`src/hw/rtl/vlis_pkg.sv`:
```
// Shared constants and types for the vector length / integer square root block.
// No dependencies.
package vlis_pkg;

  localparam int COORD_WIDTH_DEF = 32;
  localparam int LENGTH_WIDTH    = 32;

  // operation codes for the shared arithmetic unit
  localparam int OP_W = 2;
  typedef logic [OP_W-1:0] op_t;

  localparam op_t OP_HOLD   = 2'd0;
  localparam op_t OP_SQUARE = 2'd1;
  localparam op_t OP_ADD    = 2'd2;
  localparam op_t OP_ROOT   = 2'd3;

endpackage

```
`src/hw/rtl/vector_length_integer_sqrt.sv`:
```
// Top level: floor(sqrt(x^2 + y^2)) of two signed coordinates, stream in/out.
// Sequencer, input magnitudes and output register; uses vlis_pkg and vlis_root_unit.
//
//   channel | dir | tdata fields (low bit up)                     | tuser/tlast
//   s_*     | in  | coord_x [W-1:0], coord_y [2W-1:W], zero pad    | none
//   m_*     | out | length [31:0]                                 | none
//
// Each word goes through two squaring passes and an add in the shared arithmetic
// unit, then one root step per cycle on the radicand adder/comparator, then the
// load into the output register.
// s_tready is high only while the sequencer is idle; a held result does not
// block the next accept, but the next result waits until it is taken.
// rst is synchronous and clears the sequencer and the output valid.
module vector_length_integer_sqrt
  import vlis_pkg::*;
#(
  parameter int COORD_WIDTH = COORD_WIDTH_DEF,
  localparam int IN_W = ((2 * COORD_WIDTH + 7) / 8) * 8
) (
  input  logic                    clk,
  input  logic                    rst,
  input  logic                    s_tvalid,
  output logic                    s_tready,
  input  logic [IN_W-1:0]         s_tdata,   // coord_x, coord_y, zero pad
  output logic                    m_tvalid,
  input  logic                    m_tready,
  output logic [LENGTH_WIDTH-1:0] m_tdata    // length
);

  localparam logic [2:0] S_IDLE = 3'd0;
  localparam logic [2:0] S_SQX  = 3'd1;
  localparam logic [2:0] S_SQY  = 3'd2;
  localparam logic [2:0] S_ADD  = 3'd3;
  localparam logic [2:0] S_ROOT = 3'd4;
  localparam logic [2:0] S_DONE = 3'd5;

  logic [2:0] state;
  logic [2:0] state_next;

  logic [COORD_WIDTH-1:0] coord_x;
  logic [COORD_WIDTH-1:0] coord_y;
  logic [COORD_WIDTH-1:0] mag_x;
  logic [COORD_WIDTH-1:0] mag_y;
  logic [COORD_WIDTH-1:0] mag_x_in;
  logic [COORD_WIDTH-1:0] mag_y_in;

  op_t                    op;
  logic [COORD_WIDTH-1:0] operand;
  logic [COORD_WIDTH-1:0] root_res;
  logic                   last;
  logic                   s_accept;
  logic                   out_load;

  assign coord_x  = s_tdata[COORD_WIDTH-1:0];
  assign coord_y  = s_tdata[2*COORD_WIDTH-1:COORD_WIDTH];
  // most negative value maps to 2^(W-1), which still fits W bits unsigned
  assign mag_x_in = coord_x[COORD_WIDTH-1] ? (~coord_x + 1'b1) : coord_x;
  assign mag_y_in = coord_y[COORD_WIDTH-1] ? (~coord_y + 1'b1) : coord_y;

  assign s_tready = (state == S_IDLE);
  assign s_accept = s_tvalid && s_tready;
  assign out_load = (state == S_DONE) && (!m_tvalid || m_tready);

  always_ff @(posedge clk) begin
    if (s_accept) begin
      mag_x <= mag_x_in;
      mag_y <= mag_y_in;
    end
  end

  always_comb begin
    state_next = state;
    op         = OP_HOLD;
    operand    = mag_x;
    case (state)
      S_IDLE: begin
        if (s_accept) state_next = S_SQX;
      end
      S_SQX: begin
        op         = OP_SQUARE;
        state_next = S_SQY;
      end
      S_SQY: begin
        op         = OP_SQUARE;
        operand    = mag_y;
        state_next = S_ADD;
      end
      S_ADD: begin
        op         = OP_ADD;
        state_next = S_ROOT;
      end
      S_ROOT: begin
        op = OP_ROOT;
        if (last) state_next = S_DONE;
      end
      S_DONE: begin
        if (out_load) state_next = S_IDLE;
      end
      default: begin
        state_next = S_IDLE;
      end
    endcase
  end

  always_ff @(posedge clk) begin
    if (rst) begin
      state <= S_IDLE;
    end else begin
      state <= state_next;
    end
  end

  vlis_root_unit #(
    .COORD_WIDTH (COORD_WIDTH)
  ) u_root (
    .clk      (clk),
    .op       (op),
    .operand  (operand),
    .root_res (root_res),
    .last     (last)
  );

  // output register
  always_ff @(posedge clk) begin
    if (rst) begin
      m_tvalid <= 1'b0;
    end else if (out_load) begin
      m_tvalid <= 1'b1;
    end else if (m_tready) begin
      m_tvalid <= 1'b0;
    end
  end

  always_ff @(posedge clk) begin
    if (out_load) m_tdata <= LENGTH_WIDTH'(root_res);
  end

`ifndef ASSERT_OFF
  a_accept_starts: assert property (@(posedge clk) disable iff (rst)
    s_accept |=> (state == S_SQX))
    else $error("accepted word did not start the squaring pass");

  a_last_step_done: assert property (@(posedge clk) disable iff (rst)
    (state == S_ROOT) && last |=> (state == S_DONE))
    else $error("root iteration did not stop at the last trial bit");

  a_valid_from_done: assert property (@(posedge clk) disable iff (rst)
    $rose(m_tvalid) |-> ($past(state) == S_DONE))
    else $error("result shown without a finished root");

  a_length_range: assert property (@(posedge clk) disable iff (rst)
    m_tvalid |-> ((m_tdata >> COORD_WIDTH) == '0))
    else $error("length wider than the coordinate width");
`endif

endmodule

```
`src/hw/rtl/vlis_root_unit.sv`:
```
// Shared arithmetic unit: one squarer, one adder, one base-four root step.
// Holds the product, radicand, partial root and trial bit. Depends on vlis_pkg.
module vlis_root_unit
  import vlis_pkg::*;
#(
  parameter int COORD_WIDTH = COORD_WIDTH_DEF
) (
  input  logic                   clk,
  input  op_t                    op,
  input  logic [COORD_WIDTH-1:0] operand,  // magnitude to square
  output logic [COORD_WIDTH-1:0] root_res,
  output logic                   last      // trial bit at position zero
);

  localparam int RAD_W = 2 * COORD_WIDTH;
  localparam logic [RAD_W-1:0] TRIAL_TOP = RAD_W'(1) << (RAD_W - 2);

  logic [RAD_W-1:0] prod;
  logic [RAD_W-1:0] rad;
  logic [RAD_W-1:0] root;
  logic [RAD_W-1:0] trial;

  logic [RAD_W-1:0] sq;
  logic [RAD_W-1:0] sum;
  logic             fits;

  assign sq   = RAD_W'(operand) * RAD_W'(operand);
  assign sum  = root + trial;
  assign fits = (rad >= sum);

  always_ff @(posedge clk) begin
    case (op)
      OP_SQUARE: begin
        prod <= sq;
        rad  <= prod;  // first square is moved over on the second pass
      end
      OP_ADD: begin
        rad   <= rad + prod;
        root  <= '0;
        trial <= TRIAL_TOP;
      end
      OP_ROOT: begin
        if (fits) begin
          rad  <= rad - sum;
          root <= (root >> 1) + trial;
        end else begin
          root <= root >> 1;
        end
        trial <= trial >> 2;
      end
      default: begin
      end
    endcase
  end

  assign root_res = root[COORD_WIDTH-1:0];
  assign last     = trial[0];

endmodule
```
`config.mk`:
```
export PLATFORM = sky130hd
export DESIGN_NAME = vector_length_integer_sqrt
export DESIGN_NICKNAME = d
export VERILOG_FILES = /design/src/hw/rtl/vlis_pkg.sv /design/src/hw/rtl/vector_length_integer_sqrt.sv /design/src/hw/rtl/vlis_root_unit.sv
export SDC_FILE = /design/constraint.sdc
export NUM_CORES = 2
export LEC_CHECK = 0
export ABC_AREA = 0
export BUFFER_PORTS_ARGS = -buffer_cell sky130_fd_sc_hd__buf_2
export CORE_ASPECT_RATIO = 0.5
export CORE_MARGIN = 3
export CORE_UTILIZATION = 57
export CTS_BUF_LIST = sky130_fd_sc_hd__clkbuf_2 sky130_fd_sc_hd__clkbuf_4 sky130_fd_sc_hd__clkbuf_8
export CTS_CLUSTER_SIZE = 16
export DETAILED_ROUTE_END_ITERATION = 8
export PLACE_DENSITY = 0.76
export SYNTH_ARGS = -nofsm -noshare
export SYNTH_HDL_FRONTEND = slang
export SYNTH_SLANG_ARGS = --single-unit
```
`constraint.sdc`:
```
create_clock -name clk -period 9.25 [get_ports clk]
set_input_delay 0.925 -clock clk [delete_from_list [all_inputs] [get_ports clk]]
set_output_delay 0.925 -clock clk [all_outputs]
set_load 0.05 [all_outputs]
```
==> reports/metrics.yaml <==
die:
  die_area_sq_um: 98000
  die_w_um: 440
  io_pins: 102
  start_util_pct: 58.3
  die_height_um: 223
  row_count: 78
  fp.coreArea_sq_um: 91900
grt:
  grt_max_degree: 78
  overflow: 0
  antenna_found_initial: 4
  grt_pass1_vias: 43681
  grt_pass1_wl_um: 244000
  grtUsageTotal_pct: 31.8
place:
  hpwl_um: 127000
  gp_congestion: 1.02
  place_ws_ns: -0.124
  port_buffers: 101
sta:
  fin_crit_ns: 8.98
  drv_slew: 0
  skew_ns: 0.0496
  worst_slew_pin_slew_ns: 1.15
  min_period_over_period_pct: 97.0
  fmax_ghz: 0.111
  fin_setup_tns_ns: 0
  hold_viol: 0
  relSlewSlack_pct: 23.3
  setup_viol: 0
  setup_ws_ns: 0.273
detailed_routing:
  drtIter0Drc: 4508
  vias: 42918
  wirelength_um: 154000
  vias_per_cell: 5.87
  first_pass_iters: 6
  route.detailed.drc: 0
  wl_per_cell_um: 21.1
  drt.antenna.violating_nets: 0
yosys:
  synth_cell_type_count: 87
  ys.warnings.count: 0
  syn_nets: 7134
  ys_seq_elements: 323
  synth-async-reset-ratio_pct: 0
  synth_seq_area_share_pct: 18.0
  syn_inst: 5791
  syn_area_per_cell_sq_um: 9.26
  ys.flop_type: "edfxtp_1"
  synth_edf_count: 319
  synth_area_sq_um: 53600
cts:
  clk_pin_slew_ns: 0.06
  cts_hold_buffers: 0
  cts_root_buf: "clkbuf_8"
  cts_buffer_depth: 3
  htreeDepth: 2
  numCtsBuffers: 51
  cts_tree: "done"
  cts.sinks: 323
  clk_latency_ns: 0.69
hold_path:
  hold_start: "u_root.root[0]"
  hold_class: "reg -> reg"
critical_path:
  cp-startpoint: "state[2]"
  critPathKind: "reg -> reg"
  cpMaxStageDelayCell: "fa_1"
  cp_slowest_stage_delay_ns: 0.57
  worstPathArrival_ns: 9.41
  end_kind: "flip-flop"
  crit_required_ns: 9.68
  crit_path_max_fanout: 9
  startpoint_type: "flip-flop"
  cpMostUsedCell: "fa_1"
  r2r-start: "state[2]"
finish:
  drive_gt1_share_pct: 10.3
  syn_to_final_growth_pct: 9.32
  nets: 7373
  fillers: 7634
  layout_common_cells: "inv_1, fa_1, nor2_1"
  layout_commonest_cell: "inv_1"
run_status:
  status: "completed"
flow_run:
  drv_cap: 0
[metrics by stage]
| stage | area (sq um) | instances | util [%] | hold slack (ns) |
|---|---|---|---|---|
| floorplan | 53600 | 5791 | - | 0.433 |
| global placement | 57300 | 7207 | 62.3 | 0.449 |
| detailed placement | 57300 | 7207 | 62.3 | 0.453 |
| CTS | 58400 | 7299 | 63.5 | 0.467 |
| global route | 58600 | 7310 | 63.8 | 0.480 |
| finish | 58600 | 7313 | 63.8 | 0.470 |
[synthesized netlist by cell type, drive strengths merged, types with 42 or more instances]
master	n	area share [%]
a211oi	55	0.77
a21o	171	2.4
a21oi	261	2.4
a22oi	45	0.63
a31oi	78	0.91
and3	57	0.66
clkbuf	194	1.4
edfxtp	319	18
fa	794	30
ha	481	11
inv	1035	7.2
nand2	479	3.4
nand3	58	0.54
nand4	62	0.72
nor2	502	3.5
nor2b	42	0.49
nor3	45	0.42
o21ai	242	2.3
o21bai	50	0.70
xnor2	210	3.4
xor2	160	2.6
[flip-flops by register name, indices dropped and copies added (netlist names)]
register and flops:
m_tdata 32, m_tvalid 1, mag_x 32, mag_y 32, state 3, u_root.prod 63, u_root.rad 64, u_root.root 64
u_root.trial 32
[per-layer routing]
metal / part of all wire, % / global-route usage [%] / up-vias
met2: 41 / 46.3 / 2030
met5: 0.0084 / 0 / -
met1: 45 / 47.9 / 21028
met4: 2.3 / 6.72 / 2
li1: - / - / 19617
met3: 12 / 8.29 / 241
[timing repair]
| item | CTS | global route |
|---|---|---|
| setup buffers | 0 | 9 |
| endpoints found under the setup margin | 7 | 13 |
| pin swaps | 0 | 12 |
| resized for setup | 5 | 38 |
| cloned | 0 | 1 |
[final cells by class]
type                       instances  area [sq um]  share of cell area [%]
antenna                            4          10.0                  0.0171
sequential                       323          9660                    16.5
inverter                        1043          3940                    6.71
clock inverter                    32           273                   0.465
timing repair buffer             411          3010                    5.13
tap                             1240          1550                    2.65
multi-input combinational       4200         39400                    67.2
clock buffer                      60           776                    1.32
[critical path, delay by kind of cell, from the launching register on]
family / cells / cell delay (ns)
adders and majority gates: 9 / 4.32
AOI/OAI and AO/OA: 6 / 1.64
buffers and inverters: 10 / 1.37
and+or+nand+nor: 4 / 0.71
muxes: 1 / 0.35
DFF: 1 / 0.33
[cells by family (layout without fill, tap and decap cells)]
kind of cell / count (synthesis) / count (layout) / share of synthesized area [%]
mux: 50 / 50 / 0.985
simple gates: 1392 / 1392 / 11.7
flops: 323 / 323 / 18.0
buf+inv: 1268 / 1546 / 8.91
other cells: 0 / 4 / 0
compound gates: 1113 / 1113 / 13.5
fa+ha+maj: 1275 / 1275 / 40.9
xor+xnor: 370 / 370 / 6.04
[final timing paths]
kind                                         to  cells after the start  slack [ns]
worst max-delay path            u_root.prod[61]                     30        0.27
worst min-delay path                 m_tdata[0]                      0        0.47
worst max register to register  u_root.prod[61]                     30        0.27
worst min register to register       m_tdata[0]                      0        0.47
Power is not shown: default switching activity piles up to over one toggle a cycle in this logic, so the estimate is an artifact.
